## config.mk

```make
export PLATFORM = sky130hd
export DESIGN_NAME = knwr_cell
export DESIGN_NICKNAME = d
export VERILOG_FILES = /design/src/knwr_pkg.sv /design/src/knwr_cell.sv
export SDC_FILE = /design/constraint.sdc
export NUM_CORES = 1
export LEC_CHECK = 0
export BUFFER_PORTS_ARGS = -buffer_cell sky130_fd_sc_hd__buf_2
export CAP_MARGIN = 20
export CORE_UTILIZATION = 48
export DETAILED_ROUTE_END_ITERATION = 10
export HOLD_SLACK_MARGIN = 0.05
export PLACE_DENSITY = 0.85
export SLEW_MARGIN = 10
export SYNTH_ARGS = -nofsm -noshare
export SYNTH_HDL_FRONTEND = slang
export SYNTH_SLANG_ARGS = --single-unit
```

## constraint.sdc

```tcl
create_clock -name clk_i -period 15.3 [get_ports clk_i]
set_input_delay 3.825 -clock clk_i [delete_from_list [all_inputs] [get_ports clk_i]]
set_output_delay 3.825 -clock clk_i [all_outputs]
set_load 0.02 [all_outputs]
```

## src/knwr_pkg.sv

```systemverilog
// Shared types and constants for the k-nearest-within-radius search block.
// Used by the sorting cells, the distance unit and the top level.
package knwr_pkg;

  localparam int MAX_AGENTS  = 256;
  localparam int MAX_RESULTS = 16;

  localparam int COORD_W   = 16;
  localparam int RADIUS_W  = 16;
  localparam int REQ_W     = 5;
  localparam int IDX_W     = $clog2(MAX_AGENTS);
  localparam int SCAN_W    = $clog2(MAX_AGENTS + 1);
  localparam int RES_CNT_W = $clog2(MAX_RESULTS + 1);
  localparam int DIST_W    = 34;
  localparam int RSQ_W     = 2 * RADIUS_W;
  localparam int SQ_W      = 2 * COORD_W;

  localparam logic OP_WRITE = 1'b0;
  localparam logic OP_QUERY = 1'b1;

  typedef struct packed {
    logic              v;
    logic [DIST_W-1:0] d;
    logic [IDX_W-1:0]  idx;
  } entry_t;

  typedef struct packed {
    logic clr;
    logic shl;
  } chain_ctrl_t;

endpackage

```

## src/knwr_cell.sv

```systemverilog
// One cell of the sorted insertion chain: holds one candidate by distance.
// Depends on knwr_pkg.
module knwr_cell
  import knwr_pkg::*;
(
  input  logic        clk_i,
  input  logic        rst_ni,
  input  chain_ctrl_t ctrl_i,
  input  entry_t      ins_i,
  input  entry_t      prev_i,
  input  logic        prev_take_i,
  input  entry_t      next_i,
  output entry_t      ent_o,
  output logic        take_o
);

  logic              v_q, v_d;
  logic [DIST_W-1:0] d_q, d_d;
  logic [IDX_W-1:0]  idx_q, idx_d;

  // A later candidate with an equal distance goes behind the held one.
  assign take_o = ins_i.v & (~v_q | (ins_i.d < d_q));

  always_comb begin
    v_d   = v_q;
    d_d   = d_q;
    idx_d = idx_q;
    priority if (ctrl_i.clr) begin
      v_d = 1'b0;
    end else if (ctrl_i.shl) begin
      v_d   = next_i.v;
      d_d   = next_i.d;
      idx_d = next_i.idx;
    end else if (take_o) begin
      if (prev_take_i) begin
        v_d   = prev_i.v;
        d_d   = prev_i.d;
        idx_d = prev_i.idx;
      end else begin
        v_d   = 1'b1;
        d_d   = ins_i.d;
        idx_d = ins_i.idx;
      end
    end
  end

  always_ff @(posedge clk_i or negedge rst_ni) begin
    if (!rst_ni) begin
      v_q <= 1'b0;
    end else begin
      v_q <= v_d;
    end
  end

  always_ff @(posedge clk_i) begin
    d_q   <= d_d;
    idx_q <= idx_d;
  end

  assign ent_o = '{v: v_q, d: d_q, idx: idx_q};

endmodule

```

* After elaboration in Yosys (flattened, before gate mapping)
Cells that the tools add are included.
** Storage, ports and cells
- Word-level logic and storage cells :: 21
- Input bits :: 134
- Output and inout port bits :: 44
- Flip-flop bits (word level) :: 43
** Operators by class
- Magnitude comparators :: 1
- Reduce and logical (&&, ||, !) cells :: 3
- Bitwise gates (word level) :: 4
- Mux-type cells :: 10
** Operators with widths (count)
- two-way mux 34 bit :: 3
- < comparator 34 bit :: 1
- two-way mux 8 bit :: 3
- two-way mux 1 bit :: 4
- nonzero test 3 bit :: 1
- NOT 1 bit :: 2
- AND reduction 2 bit :: 1
- nonzero test 2 bit :: 1
- bitwise AND 1 bit :: 1
- OR 1 bit :: 1

* Longest topological paths before layout
Gate-level depths: netlist of run 1.
- Depth in word-level cells :: 6
- Depth in mapped cells :: 8
- Gate-level depth less buffers :: 8

* Worst setup path before layout of run 1
OpenSTA, ideal clock, no wires.
- Path kind :: in2out
- Start point :: input port ins_i[24] (netlist name)
- End point :: output port take_o
- Stages on the path :: 7
- Arrival time :: 5.391 ns
- Buffers on the path :: 0
- Path slack :: 6.084 ns
- Path through :: ha_1 -> a21oi_1 -> nand2_1 -> a221o_1 -> o31ai_2 -> nand2_1 -> a21boi_1
** On the way
- Longest elaborated chain between the ends :: 3
** Ends and longest elaborated chain
- start: declaration :: RTL line knwr_cell.sv:9 : input entry_t ins_i,
- < comparator 34 bit :: RTL line knwr_cell.sv:22 : assign take_o = ins_i.v & (~v_q | (ins_i.d < d_q));
- OR 1 bit :: RTL line knwr_cell.sv:22
- bitwise AND 1 bit :: RTL line knwr_cell.sv:22
- end: declaration :: RTL line knwr_cell.sv:14 : output logic take_o
Every way passes these cells.

* Worst setup path in the final report of run 1
- Start point :: input port ins_i[17] (netlist name)
- End point :: output port take_o
Same word-level chain as after synthesis.

==> results.yml, run 1 <==
finish:
  nets: 653
  finish.utilization_pct: 68.08
  layout_commonest_cell: "buf_2"
  antenna_cells: 0
  area_growth_pct: 33.25
  drive_gt1_share_pct: 40.66
  layout_common_cells: "177 x buf_2, 53 x nand2_1, 42 x mux2i_1, 42 x edfxtp_1, 41 x o21ai_0"
clock_tree:
  cts-buffers-inserted: 5
  clkTransAtPathRegs_ps: 90
  max-clock-path-buffers: 2
  cts_hold_buf: 0
  root_buffer: "clkbuf_8"
  htree_num_levels: 2
  clkSinkCount: 43
  cts_tree: "done"
  clk_latency_ps: 300
  cts_resized: 0
  postCtsSetupBuffers: 0
worst_setup_path:
  cp-start-kind: "input port"
  crit_start: "ins_i[17]"
  reg2reg_from: "d_q[7]"
  reg2regPathDepth: 9
  crit_end: "take_o"
  worstPathArrival_ps: 5600
  path_class: "in2out"
  cp-end-kind: "primary output"
  r2r_slack_ps: 12660
  worstPathMaxFanout: 2
  critical_path_required_ps: 11480
  reg2reg_to: "d_q[9]"
timing:
  rsz0062_at_grt: "false"
  fin_tns_setup_ps: 0
  slew_violations: 0
  skew_ps: 10.02
  maxSlewHeadroom_pct: 51.63
  layout_min_cycle_time_ps: 9422
  hold_viol: 0
  fin_crit_sh_pct: 61.58
  fmax_mhz: 106.1
  tightest_slew_ps: 725.6
  setup_violations: 0
synthesis:
  syn-cell-area_um2: 3097
  ys_types: 32
  synthArstFlopShare_pct: 2.326
  ys_warn_count: 0
  synth.yosys.seq_area_share_pct: 41.54
  synth.area.top_cells: "edfxtp_1 41%, mux2i_1 14%, ha_1 13%, o21ai_0 6.6%, nand2_1 6.4%"
  synth_top_area_cell: "edfxtp_1"
  synth_ff_type: "edfxtp_1"
  syn_nets: 481
  ys_ff_latch: 43
  syn_avg_cell_area_um2: 9.862
  synth.top_cell.area_share_pct: 40.73
  syn_inst: 314
  synth_edf_count: 42
floorplan:
  boundaryPins: 178
  initial_core_util_pct: 51.09
  die_h_um: 82.32
  rows: 28
  core_um2: 6061
  die_area_um2: 6777
  die_w_um: 82.32
global_routing:
  first_global_vias: 2759
  overflow: 0
  grt_start_max_net_pins: 89
  track_usage_pct: 23.36
  grt_antenna_before_repair: 0
  grt_pass1_wl_um: 11930
power:
  p_leak_nw: 2.156
  peakVddDrop_mv: 0.04339
  power_density_nw_per_um2: 73.90
drt:
  drt_wl_total_um: 7747
  antenna_left: 0
  firstDrtPassIters: 4
  drc: 0
  vias: 2832
  routedWlPerCell_um: 13.78
  via_per_inst: 5.039
  drt_iter0_markers: 93
run_status:
  status: "completed"
placed_design:
  place_congestion: 0.7797
  hpwlAfterDp_um: 6250
  portBuffers: 177
worst_hold_path:
  hold_path_class: "reg2reg"
flow_run:
  maxCapViolCount: 0
==> Yosys cell counts, types with 2 or more instances <==
| library cell | count |
|---|---|
| a21o_1 | 2 |
| a21oi_1 | 15 |
| buf_2 | 4 |
| clkbuf_1 | 11 |
| edfxtp_1 | 42 |
| ha_1 | 33 |
| inv_1 | 35 |
| mux2i_1 | 42 |
| nand2_1 | 53 |
| nand2b_1 | 2 |
| nand3_1 | 2 |
| nand4_1 | 5 |
| nor2_1 | 3 |
| o21a_1 | 3 |
| o21ai_0 | 41 |
| o21ai_1 | 5 |
==> power breakdown <==
part            total, W  switching [W]  internal (W)
clock network  0.0000706      0.0000393     0.0000313
registers       0.000145     0.00000406      0.000141
logic          0.0000894      0.0000508     0.0000386
==> critical path: stages <==
cell	delay, ps
buf_2	110
ha_1	300
a21oi_1	140
o21ai_0	130
a221o_1	360
o31ai_2	310
nand2_1	80
a21boi_1	140
buf_2	180
==> routing by layer <==
metal	vias up	global-route usage, %	share of wire [%]
met5	-	0	0
met4	0	5.789	1.0
met3	8	4.945	6.4
met2	105	44.46	52
met1	1257	26.18	41
li1	1462	-	-
==> registers in the layout, indices dropped and copies added (netlist names) <==
name / cells
v_q: 1
d_q: 34
idx_q: 8
==> cells by family after synthesis <==
| group | share of synthesized area [%] |
|---|---|
| AO/OA/AOI/OAI | 13.62 |
| adder cells (fa/ha/maj) | 13.33 |
| buffers and inverters | 6.465 |
| flip-flops | 41.54 |
| multiplexers | 13.58 |
| AND/OR/NAND/NOR | 11.47 |
==> how the worst min path moves through the flow <==
stage	start	end	slack [ps]	depth (start not counted)
after floorplan	v_q	v_q	700	3
after global placement	v_q	v_q	780	3
after detailed placement	v_q	v_q	810	3
after CTS	v_q	v_q	820	3
after global routing	v_q	v_q	870	3
final	v_q	v_q	820	3
==> through the flow <==
stage | hold slack, ps | worst slack, ps | cell area [um2] | cells | total power, W
5_1_grt | 867.1 | 5708 | 4126 | 562 | 0.0003235
3_5_place_dp | 808.2 | 5912 | 4043 | 554 | 0.0002376
3_3_place_gp | 775.7 | 5904 | 4043 | 554 | 0.0002331
6_report | 821.7 | 5878 | 4126 | 562 | 0.0003049
4_1_cts | 822.4 | 5900 | 4126 | 562 | 0.0003085
2_1_floorplan | 697.1 | 6084 | 3097 | 314 | 0.0002006
==> cell type report <==
type	instances	area (um2)
inverters	35	131.4
well taps	75	93.84
flip-flops and latches	43	1286
repair buffers	181	915.9
fillers	477	1934
multi-input cells	220	1615
clock inverters	3	15.01
clock buffers	5	68.82
(Power assumes the default switching activity.)
==> inputs of run 2 (changes only) <==
--- a/config.mk
+++ b/config.mk
@@ -7,10 +7,10 @@
 export LEC_CHECK = 0
 export BUFFER_PORTS_ARGS = -buffer_cell sky130_fd_sc_hd__buf_2
 export CAP_MARGIN = 20
-export CORE_UTILIZATION = 48
+export CORE_UTILIZATION = 40
 export DETAILED_ROUTE_END_ITERATION = 10
 export HOLD_SLACK_MARGIN = 0.05
-export PLACE_DENSITY = 0.85
+export PLACE_DENSITY = 0.76
 export SLEW_MARGIN = 10
 export SYNTH_ARGS = -nofsm -noshare
 export SYNTH_HDL_FRONTEND = slang
==> constraint.sdc (replaced) <==
create_clock -name clk_i -period 8.37 [get_ports clk_i]
set_input_delay 2.0925 -clock clk_i [delete_from_list [all_inputs] [get_ports clk_i]]
set_output_delay 2.0925 -clock clk_i [all_outputs]
set_load 0.02 [all_outputs]
==> run 2 against run 1 <==
  * Worst setup slack worse by 3500 ps
  * Combinational power up 80%
  * Routed wire length down 1.6%
  * Critical path depth unchanged
  * Clock-buffer cell count unchanged
  * Non-clock buffer count down 1
  * Flip-flop and latch count unchanged
  * Utilization down 11 points
  * Final cell count up 4.1%
  * Largest power group unchanged
  * Die area up 19%
==> results.yml, run 2 (same netlist as run 1, synthesis figures left out) <==
floorplan:
  die_h_um: 89.99
  rows: 31
  die_area_um2: 8097
  boundaryPins: 178
  die_w_um: 89.99
  core_um2: 7370
  initial_core_util_pct: 42.02
worst_setup_path:
  crit_start: "ins_i[17]"
  reg2regPathDepth: 9
  path_class: "in2out"
  r2r_slack_ps: 5020
  path_cells: "buf_2 -> ha_1 -> a21oi_1 -> o21ai_0 -> a221o_1 -> o31ai_2 -> nand2_1 -> a21boi_1 -> buf_2"
  crit_buf_inv: 2
  cp_slowest_cell: "a221o_1"
  reg2reg_from: "d_q[9]"
  reg2reg_to: "d_q[20]"
  path_delay_family: "compound AO/OA/AOI/OAI gates"
  cp-start-kind: "input port"
  crit_top_cell: "buf_2"
  crit_path_max_incr_delay_ps: 350
  cp.depth: 9
  cp-end-kind: "primary output"
  critical_path_required_ps: 6280
  crit_end: "take_o"
  worstPathArrival_ps: 3870
  worstPathMaxFanout: 2
finish:
  drive_gt1_share_pct: 40.33
  area_growth_pct: 34.75
  antenna_cells: 0
  nFillCells: 691
  nets: 652
  finish.utilization_pct: 56.62
  layout_common_cells: "177 x buf_2, 53 x nand2_1, 42 x mux2i_1, 42 x edfxtp_1, 41 x o21ai_0"
  multi_input_area_um2: 1615
  largest_reg_flops: 34
  top_register: "d_q"
  reg.largest.list: "d_q (34), idx_q (8), v_q (1)"
  ff_latch_area_um2: 1286
  layout_commonest_cell: "buf_2"
clock_tree:
  cts_resized: 0
  postCtsSetupBuffers: 0
  clkSinkCount: 43
  cts-buffers-inserted: 5
  clk_latency_ps: 290
  root_buffer: "clkbuf_8"
  htree_num_levels: 2
  max-clock-path-buffers: 2
  clkTransAtPathRegs_ps: 80
  cts_hold_buf: 0
  cts_tree: "done"
timing:
  layout_min_cycle_time_ps: 5960
  fin_tns_setup_ps: 0
  slew_violations: 0
  fin_crit_sh_pct: 71.21
  tightest_slew_ps: 859.7
  fmax_mhz: 167.8
  maxSlewHeadroom_pct: 42.37
  hold_viol: 0
  rsz0062_at_grt: "false"
  setup_violations: 0
  skew_ps: 4.047
global_routing:
  grt_antenna_before_repair: 2
  grt_start_max_net_pins: 89
  track_usage_pct: 19.53
  first_global_vias: 2809
  grt_pass1_wl_um: 12820
  overflow: 0
drt:
  drt_wl_total_um: 7626
  antenna_left: 0
  via_per_inst: 4.896
  vias: 2864
  drc: 0
  drt_iter0_markers: 84
  firstDrtPassIters: 4
  routedWlPerCell_um: 13.04
run_status:
  status: "completed"
placed_design:
  place_congestion: 0.8035
  hpwlAfterDp_um: 5991
  portBuffers: 177
power:
  power_density_nw_per_um2: 140.9
  p_leak_nw: 2.159
  peakVddDrop_mv: 0.06072
worst_hold_path:
  hold_path_class: "reg2reg"
flow_run:
  maxCapViolCount: 0
## run 2: area by class of cell
class                           count  area share [%]
Timing Repair Buffer              180           21.77
Inverter                           35           3.148
Clock inverter                      3          0.9295
Sequential cell                    43           30.82
Multi-Input combinational cell    220           38.71
Tap cell                           99           2.969
Clock buffer                        5           1.649
## run 2: per-layer routing
| metal | GRT usage [%] | wire length (um) | vias up |
|---|---|---|---|
| met5 | 0 | 10 | - |
| met4 | 4.570 | 97 | 2 |
| met3 | 5.161 | 554 | 11 |
| met2 | 35.38 | 3834 | 108 |
| met1 | 22.99 | 3129 | 1288 |
| li1 | - | - | 1455 |
## run 2: report_power, final
part | switching [W] | internal, W
clock network | 0.0000753 | 0.0000875
registers | 0.00000699 | 0.000258
logic | 0.0000910 | 0.0000697
total | 0.000173 | 0.000415
## run 2: worst min path at each step
stage / depth (start not counted) / from / to / slack, ps
6_report: 3 / v_q / v_q / 800
3_5_place_dp: 3 / v_q / v_q / 780
3_3_place_gp: 3 / v_q / v_q / 750
4_1_cts: 3 / v_q / v_q / 790
2_1_floorplan: 3 / v_q / v_q / 700
5_1_grt: 3 / v_q / v_q / 860
## run 2: worst reg2reg max path: stages (launching register included)
cell and delay [ps]:
edfxtp_1 380, inv_1 70, ha_1 240, a21oi_1 150, o21ai_0 140, a221o_1 350, o31ai_2 300, a21oi_2 120
nor3_2 710, buf_4 540
## run 2: stage by stage
stage	setup WS (ps)	power, W	instances	cell area, um2	hold WS [ps]
after floorplan	1643	0.0003666	314	3097	697.1
after global placement	2399	0.0004258	577	4065	754.9
after detailed placement	2407	0.0004319	577	4065	775.6
after CTS	2394	0.0005936	585	4173	791.6
after global routing	2283	0.0006241	585	4173	860.7
final	2410	0.0005881	585	4173	795.7
