`src/knwr_pkg.sv`:
```
// Shared types and constants for the k-nearest-within-radius search block.
// Used by the sorting cells, the distance unit and the top level.
package knwr_pkg;

  localparam int MAX_AGENTS  = 256;
  localparam int MAX_RESULTS = 16;

  localparam int COORD_W   = 16;
  localparam int RADIUS_W  = 16;
  localparam int REQ_W     = 5;
  localparam int IDX_W     = $clog2(MAX_AGENTS);
  localparam int SCAN_W    = $clog2(MAX_AGENTS + 1);
  localparam int RES_CNT_W = $clog2(MAX_RESULTS + 1);
  localparam int DIST_W    = 34;
  localparam int RSQ_W     = 2 * RADIUS_W;
  localparam int SQ_W      = 2 * COORD_W;

  localparam logic OP_WRITE = 1'b0;
  localparam logic OP_QUERY = 1'b1;

  typedef struct packed {
    logic              v;
    logic [DIST_W-1:0] d;
    logic [IDX_W-1:0]  idx;
  } entry_t;

  typedef struct packed {
    logic clr;
    logic shl;
  } chain_ctrl_t;

endpackage

```
`src/knwr_dist.sv`:
```
// Three-stage squared-distance and radius test for one stored agent a cycle.
// Depends on knwr_pkg.
module knwr_dist
  import knwr_pkg::*;
(
  input  logic               clk_i,
  input  logic               rst_ni,
  input  logic               in_v_i,
  input  logic [IDX_W-1:0]   in_idx_i,
  input  logic [COORD_W-1:0] ax_i,
  input  logic [COORD_W-1:0] ay_i,
  input  logic [COORD_W-1:0] qx_i,
  input  logic [COORD_W-1:0] qy_i,
  input  logic [RSQ_W-1:0]   rsq_i,
  output entry_t             cand_o,
  output logic               busy_o
);

  logic signed [COORD_W:0] dx, dy;
  logic [COORD_W-1:0]      ux_d, uy_d;
  logic [SQ_W:0]           sum;

  logic                    v2_q, v3_q, v4_q;
  logic [IDX_W-1:0]        idx2_q, idx3_q, idx4_q;
  logic [COORD_W-1:0]      ux_q, uy_q;
  logic [SQ_W-1:0]         sqx_q, sqy_q;
  logic [DIST_W-1:0]       d4_q;
  logic                    hit;

  assign dx   = $signed({qx_i[COORD_W-1], qx_i}) - $signed({ax_i[COORD_W-1], ax_i});
  assign dy   = $signed({qy_i[COORD_W-1], qy_i}) - $signed({ay_i[COORD_W-1], ay_i});
  assign ux_d = dx[COORD_W] ? COORD_W'(-dx) : dx[COORD_W-1:0];
  assign uy_d = dy[COORD_W] ? COORD_W'(-dy) : dy[COORD_W-1:0];
  assign sum  = {1'b0, sqx_q} + {1'b0, sqy_q};
  assign hit  = (sum <= {1'b0, rsq_i});

  always_ff @(posedge clk_i or negedge rst_ni) begin
    if (!rst_ni) begin
      v2_q <= 1'b0;
      v3_q <= 1'b0;
      v4_q <= 1'b0;
    end else begin
      v2_q <= in_v_i;
      v3_q <= v2_q;
      v4_q <= v3_q & hit;
    end
  end

  always_ff @(posedge clk_i) begin
    idx2_q <= in_idx_i;
    ux_q   <= ux_d;
    uy_q   <= uy_d;
    idx3_q <= idx2_q;
    sqx_q  <= SQ_W'(ux_q) * SQ_W'(ux_q);
    sqy_q  <= SQ_W'(uy_q) * SQ_W'(uy_q);
    idx4_q <= idx3_q;
    d4_q   <= DIST_W'(sum);
  end

  assign cand_o = '{v: v4_q, d: d4_q, idx: idx4_q};
  assign busy_o = v2_q | v3_q | v4_q;

endmodule
```
`config.mk`:
```
export PLATFORM = sky130hd
export DESIGN_NAME = knwr_dist
export DESIGN_NICKNAME = d
export VERILOG_FILES = /design/src/knwr_pkg.sv /design/src/knwr_dist.sv
export SDC_FILE = /design/constraint.sdc
export NUM_CORES = 1
export LEC_CHECK = 0
export BUFFER_PORTS_ARGS = -buffer_cell sky130_fd_sc_hd__buf_2
export CELL_PAD_IN_SITES_DETAIL_PLACEMENT = 1
export CELL_PAD_IN_SITES_GLOBAL_PLACEMENT = 2
export CORE_MARGIN = 2
export CORE_UTILIZATION = 36
export DETAILED_ROUTE_END_ITERATION = 6
export PLACE_DENSITY_LB_ADDON = 0.15
export SLEW_MARGIN = 20
export SYNTH_ARGS = -nofsm -noshare
export SYNTH_HDL_FRONTEND = slang
export SYNTH_SLANG_ARGS = --single-unit
```
`constraint.sdc`:
```
create_clock -name clk_i -period 6.2 [get_ports clk_i]
set_input_delay 0.93 -clock clk_i [delete_from_list [all_inputs] [get_ports clk_i]]
set_output_delay 0.93 -clock clk_i [all_outputs]
set_load 0.02 [all_outputs]
```
======== Word level (Yosys, flattened, before mapping) ========
Index checks and enable logic that the tools add are counted.
Widths: inputs -> output; s select.
operators by class
  order comparisons ....................... 1
  add/sub/neg operators ................... 5
  multiplexer cells ....................... 2
  bitwise gates (word level) .............. 3
  multiply operators ...................... 2
operator list
  cell            number
  $mul 16x16->32  2
  $sub 16x16->17  2
  $add 32x32->33  1
  $le 33x32->1    1
  $mux 16         2
  $neg 16->16     2
  $or 1x1->1      2
  $and 1x1->1     1
word-level totals
  logic and storage cells ................. 24
  input port bits ......................... 107
  output and inout port bits .............. 44
  register bits ........................... 156

======== Longest topological paths before layout ========
Gate-level depths: netlist (run 1).
  depth after elaboration ................. 3
  mapped depth ............................ 27
  depth with buffers taken out ............ 25

======== Worst setup path before layout (run 1) ========
OpenSTA, ideal clock, no wires.
  path kind ............................... reg2reg
  start point ............................. register ux_q[1]
  end point ............................... register sqx_q[30]
  data required time ...................... 6,073 ps
  library setup time ...................... 127 ps
  slack ................................... -139 ps
  arrival ................................. 6,213 ps
  clock period less this slack ............ 6,339 ps
  cell stages (with the launch flop) ...... 27
  path buffers ............................ 2
  cell sequence ........................... dfxtp_1 > clkbuf_1 > clkbuf_1 > and2_1 > fa_1 > inv_1 > fa_1 > inv_1 > fa_1 > inv_1 > fa_1 > inv_1 > fa_1 > inv_1 > fa_1 > inv_1 > ha_1 > nand2_1 > o21ai_0 > or3_1 > o41ai_1 > o21ai_0 > a41o_1 > nor3_1 > o31a_1 > o21ai_0 > xor2_1
on the way
  longest elaborated chain between the ends .. 1
RTL lines
  what                      line             source
  start: declaration        knwr_dist.sv:25  logic [COORD_W-1:0] ux_q, uy_q;
  start signal: assignment  knwr_dist.sv:51  ux_q <= ux_d;
  $mul 16x16->32            knwr_dist.sv:54  sqx_q <= SQ_W'(ux_q) * SQ_W'(ux_q);
  end signal: assignment    knwr_dist.sv:54
  end: declaration          knwr_dist.sv:26  logic [SQ_W-1:0] sqx_q, sqy_q;
No other way between the ends.

======== Worst setup path in the final report (run 1) ========
  start point ............................. register uy_q[10]
  end point ............................... register sqy_q[30]
on the way
  longest elaborated chain between the ends .. 1
RTL lines
  what                      line             source
  start: declaration        knwr_dist.sv:25
  start signal: assignment  knwr_dist.sv:52  uy_q <= uy_d;
  $mul 16x16->32            knwr_dist.sv:55  sqy_q <= SQ_W'(uy_q) * SQ_W'(uy_q);
  end signal: assignment    knwr_dist.sv:55
  end: declaration          knwr_dist.sv:26
No other way between the ends.

==> impl_metrics.json, run 1 <==
{
  "io_pins": 151,
  "r2r_cells": 25,
  "grt_max_degree": 19,
  "min_path_type": "in -> async",
  "ys_seq_area_frac": 0.1432,
  "muxShareOfSynthArea": 0.002024,
  "hold_violations": 0,
  "tightest_slew_ns": 0.7746,
  "slew_violations": 0,
  "fin_crit_sh": 0.9906,
  "clkTransAtPathRegs_ns": 0.08,
  "synth_compound_area_frac": 0.09466,
  "post-route-util": 0.4389,
  "clk_latency_ns": 0.48,
  "route.detailed.drc": 0,
  "gp_congestion": 0.8427,
  "synthDistinctLibCells": 73,
  "cp-endpoint": "sqy_q[30]",
  "track_usage": 0.1845,
  "clock-sinks": 154,
  "slew_headroom": 0.4734,
  "worst_path_largest_cell_delay_ns": 0.55,
  "critPathMaxFanout": 4,
  "worstSetupEndpointType": "register",
  "cp.required_ns": 6.61,
  "crit_family": "adder cells",
  "cts_root_buf": "clkbuf_16",
  "nets": 3444,
  "ys_top_cells_by_area": "fa_1 (30%), ha_1 (17%), dfxtp_1 (14%)",
  "vias": 16785,
  "area_growth_pct": 20.16,
  "critPathMostFrequentCell": "fa_1",
  "slowest_stage": "fa_1",
  "yosys.area_share.simple": 0.1153,
  "path_buf_inv": 8,
  "dpl.hpwl_um": 48410,
  "syn_nets": 3119,
  "synthAdderAreaFrac": 0.4757,
  "placed_cells": 3444,
  "start_util": 0.3652,
  "cts_tree": "yes",
  "design.die.area_um2": 62080,
  "die_w_um": 249.2,
  "yosys_most_used_dff": "dfxtp_1",
  "syn_area_um2": 21640,
  "n_fill_cell": 6928,
  "overflow": 0,
  "ys_top_cells_by_count": "inv_1 (588), fa_1 (326), ha_1 (301)",
  "cts_made_buffers": 17,
  "syn_inst": 2385,
  "dieHeight_um": 249.2,
  "antenna_found_initial": 4,
  "port_buffers": 149,
  "crit_arrival_ns": 6.56,
  "setup-tns-final_ns": 0,
  "synth_top_family_by_area": "adder cells",
  "via_per_inst": 4.801,
  "antenna_cells": 0,
  "startpoint": "uy_q[10]",
  "drive_gt1_frac": 0.2035,
  "wl_per_cell_um": 15.79,
  "num_rows": 89,
  "core_um2": 59240,
  "fmax_mhz": 162.8,
  "ys_warn_count": 0,
  "setup_viol": 0,
  "synth_edf_count": 0,
  "wirelength_um": 55210,
  "status": "finished, final reports clean",
  "htree_levels": 4,
  "async_flop_share": 0.01948,
  "r2r_end": "sqy_q[30]",
  "grt_setup_unrepaired": "true",
  "cap_viol_max_count": 0,
  "ant_nets": 0,
  "period_needed_ns": 6.142,
  "drtPass1Iterations": 5,
  "finalNonFillerCells": 3496,
  "drtIter0Drc": 514,
  "grt_pass1_wl_um": 92050,
  "ctsLongestPathBuffers": 2,
  "synth.most_common_cell": "inv_1",
  "regToRegSetupSlack_ns": 0.06,
  "yosysTopAreaCell": "fa_1",
  "synth.top_cell.area_share": 0.3016,
  "syn_avg_cell_area_um2": 9.072,
  "synth-seq-cells": 154,
  "r2r-start": "uy_q[10]",
  "worstSetupStartpointType": "register",
  "crit_type": "reg -> reg",
  "fin_skew_ns": 0.01518,
  "grt_pass1_vias": 18443,
  "path_depth": 25,
  "synthXorXnorAreaFrac": 0.05817
}
-- worst min path at each step --
stage	startpoint	end	slack [ns]	cells past startpoint
after floorplan	idx2_q[0]	idx3_q[0]	0.31	0
after global placement	idx2_q[5]	idx3_q[5]	0.31	0
after detailed placement	idx3_q[5]	idx4_q[5]	0.31	0
after CTS	rst_ni	v2_q	0.19	1
after global routing	rst_ni	v2_q	0.21	1
final	rst_ni	v2_q	0.23	1
-- metrics by stage --
stage	area, um^2	worst slack (ns)	hold WS [ns]
3_5_place_dp	24550	-0.3418	0.3135
5_1_grt	26000	-0.1565	0.2054
6_report	26000	0.05822	0.2277
3_3_place_gp	24550	-0.2439	0.3102
4_1_cts	25440	-0.006806	0.1930
2_1_floorplan	21660	-0.03067	0.3096
-- per-layer routing --
layer / GRT usage / share of wire / wire, um
met1: 0.2451 / 0.47 / 25760
met4: 0.03804 / 0.012 / 659
met2: 0.3172 / 0.49 / 27000
met3: 0.02863 / 0.032 / 1763
met5: 0 / 0.00047 / 26
-- layout by cell type (no fill, tap or decap), drive strengths merged, types with 4 or more instances in the layout --
master,instances
clkbuf,19
nand4,13
or2,10
o21bai,8
o31ai,6
o21a,24
a31o,9
or3,8
nor2,98
xor2,46
o211ai,7
nand2b,20
a21o,44
inv,596
nand2,186
fa,326
dfxtp,151
and2,80
nor3,22
nand3,28
xnor2,95
a31oi,10
o21ai,48
ha,301
and3,13
a21oi,95
o31a,8
buf,353
a211oi,17
a2111oi,4
nor2b,27
-- state kept, by name, indices dropped and copies added (netlist names) --
register / count
d4_q: 33
sqx_q: 31
sqy_q: 31
ux_q: 16
uy_q: 16
idx2_q: 8
idx3_q: 8
idx4_q: 8
v2_q: 1
v3_q: 1
v4_q: 1
-- area by class of cell --
type	instances	area, um^2	area share
timing repair buffer	353	2389	0.09187
clock buffer	19	442.9	0.01704
inverter	588	2207	0.08489
sequential	154	3176	0.1221
clock inverter	13	150.1	0.005775
tap	773	967.2	0.03720
multi-input combinational	1596	16670	0.6411
-- cells by family after synthesis --
family	count (synthesis)
buf+inv	635
compound gates	306
fa+ha+maj	627
xor+xnor	142
simple gates	516
flops	154
other cells	1
mux	4
-- what timing repair did --
action,in CTS,in global routing
buffers inserted,9,15
hold buffers,0,0
gates resized for setup,71,125
cloned,0,1
pin swaps,48,86
setup endpoints to repair,15,17
Power of run 1 is left out: the tool's default activity adds up to more than one toggle a clock period on the data nets, which glitch-free logic cannot reach.
==> run 2, diff against run 1 <==
--- a/config.mk
+++ b/config.mk
@@ -11,6 +11,7 @@
 export CORE_MARGIN = 2
 export CORE_UTILIZATION = 36
 export DETAILED_ROUTE_END_ITERATION = 6
+export MAX_ROUTING_LAYER = met4
 export PLACE_DENSITY_LB_ADDON = 0.15
 export SLEW_MARGIN = 20
 export SYNTH_ARGS = -nofsm -noshare
==> run 2 against run 1 <==
Against the previous run: the run now ends with setup timing left; global-route usage increased by 0.60 points; critical path type unchanged; die area did not move; cell area about the same; critical endpoint is now sqy_q[28]; hold slack worse by 0.0052 ns.
==> impl_metrics.json, run 2 (same netlist as run 1, synthesis figures left out) <==
{
  "status": "finished with violations",
  "violations": "setup timing",
  "route.detailed.drc": 0,
  "fin_skew_ns": 0.01554,
  "cts_made_buffers": 17,
  "start_util": 0.3652,
  "r2r_end": "sqy_q[28]",
  "grt_max_degree": 17,
  "min_path_type": "in -> async",
  "num_rows": 89,
  "fin_crit_sh": 1.002,
  "largest_registers": "d4_q: 33 flops, sqx_q: 31 flops, sqy_q: 31 flops",
  "dpl.hpwl_um": 48690,
  "r2r-start": "uy_q[10]",
  "largest_reg_flops": 33,
  "wirelength_um": 55780,
  "period_needed_ns": 6.212,
  "slew_violations": 0,
  "io_pins": 151,
  "drive_gt1_frac": 0.2020,
  "area_growth_pct": 20.16,
  "vias": 16603,
  "via_per_inst": 4.749,
  "placed_cells": 3447,
  "worstSetupStartpointType": "register",
  "die_w_um": 249.2,
  "critPathMaxFanout": 5,
  "layout_common_cells": "inv_1 (562), fa_1 (317), ha_1 (283)",
  "htree_levels": 4,
  "cap_viol_max_count": 0,
  "setup_viol": 1,
  "setup_ws_ns": -0.01191,
  "wl_per_cell_um": 15.96,
  "worstSetupEndpointType": "register",
  "overflow": 0,
  "cts_root_buf": "clkbuf_16",
  "finalNonFillerCells": 3496,
  "cp.required_ns": 6.61,
  "antenna_cells": 0,
  "drtIter0Drc": 548,
  "clk_latency_ns": 0.49,
  "port_buffers": 149,
  "core_um2": 59240,
  "hold_slack_ns": 0.2225,
  "hold_violations": 0,
  "design_area_um2": 26000,
  "dieHeight_um": 249.2,
  "tightest_slew_ns": 0.8753,
  "clkTransAtPathRegs_ns": 0.07,
  "cts_tree": "yes",
  "clock-sinks": 154,
  "r2r_cells": 25,
  "ant_nets": 0,
  "regMostFlops": "d4_q",
  "track_usage": 0.1905,
  "ctsLongestPathBuffers": 2,
  "slew_headroom": 0.4164,
  "antenna_found_initial": 1,
  "grt_pass1_wl_um": 91900,
  "gp_congestion": 0.8664,
  "grt_setup_unrepaired": "true",
  "dpl_cell_area_um2": 24600,
  "regToRegSetupSlack_ns": -0.01,
  "grt_pass1_vias": 18385,
  "design.die.area_um2": 62080,
  "fmax_mhz": 161.0,
  "drtPass1Iterations": 5,
  "crit_type": "reg -> reg",
  "final_common_cell": "inv_1",
  "crit_arrival_ns": 6.62,
  "nets": 3444
}
## run 2: cell types whose count changed in the layout (fill, tap and decap cells not counted), sizes merged
cell / delta
bufinv: +2
inv: -4
clkbuf: +2
## run 2: through the flow
step / setup slack (ns) / TNS [ns] / util
2_1_floorplan: -0.03067 / -0.03067 / -
3_3_place_gp: -0.2171 / -1.039 / 0.4152
3_5_place_dp: -0.3977 / -1.687 / 0.4152
4_1_cts: -0.03106 / -0.03870 / 0.4296
5_1_grt: -0.2796 / -1.191 / 0.4389
6_report: -0.01191 / -0.01191 / 0.4389
## run 2: worst max-delay path by stage
stage               startpoint         to  slack [ns]
finish                uy_q[10]  sqy_q[28]       -0.01
global route          uy_q[10]  sqy_q[28]       -0.28
CTS                    uy_q[2]  sqy_q[30]       -0.03
detailed placement     uy_q[9]  sqy_q[28]       -0.40
global placement       uy_q[9]  sqy_q[28]       -0.22
floorplan              ux_q[1]  sqx_q[30]       -0.03
## run 2: cell type report
type                            instances  area [um^2]
Timing Repair Buffer                  353         2405
Inverter                              588         2207
Clock inverter                         11        158.9
Multi-Input combinational cell       1596        16650
Clock buffer                           21        460.4
Tap cell                              773        967.2
Fill cell                            6949        33240
Sequential cell                       154         3153
## run 2: what timing repair did
action,4_1_cts,5_1_grt
hold endpoints to repair,0,0
pin swaps,36,96
setup buffers,6,12
hold buffers,0,0
setup endpoints to repair,14,16
resized for setup,52,127
## run 2: layer usage
layer / GRT usage / share of wire / vias to the layer above
li1: - / - / 8062
met1: 0.2504 / 0.48 / 8307
met2: 0.3126 / 0.48 / 195
met3: 0.02560 / 0.029 / 39
met4: 0.04251 / 0.012 / 0
met5: - / 0 / -
## run 2: worst max-delay path, stage by stage (launching register included)
cell and delay (ns):
dfxtp_4 0.37, and2_4 0.17, fa_1 0.54, inv_2 0.04, fa_1 0.52, inv_1 0.05, fa_1 0.52, inv_2 0.04
fa_1 0.47, inv_1 0.05, fa_1 0.47, inv_1 0.05, fa_1 0.49, inv_2 0.05, ha_4 0.20, a21o_1 0.19
a221oi_4 0.27, nor4b_4 0.25, o21ai_2 0.11, a2111oi_2 0.30, buf_4 0.19, o21ai_4 0.07, o211ai_1 0.27, nand2_1 0.12
a21oi_2 0.18, xnor2_1 0.13
Power of run 2 is left out for the same reason.
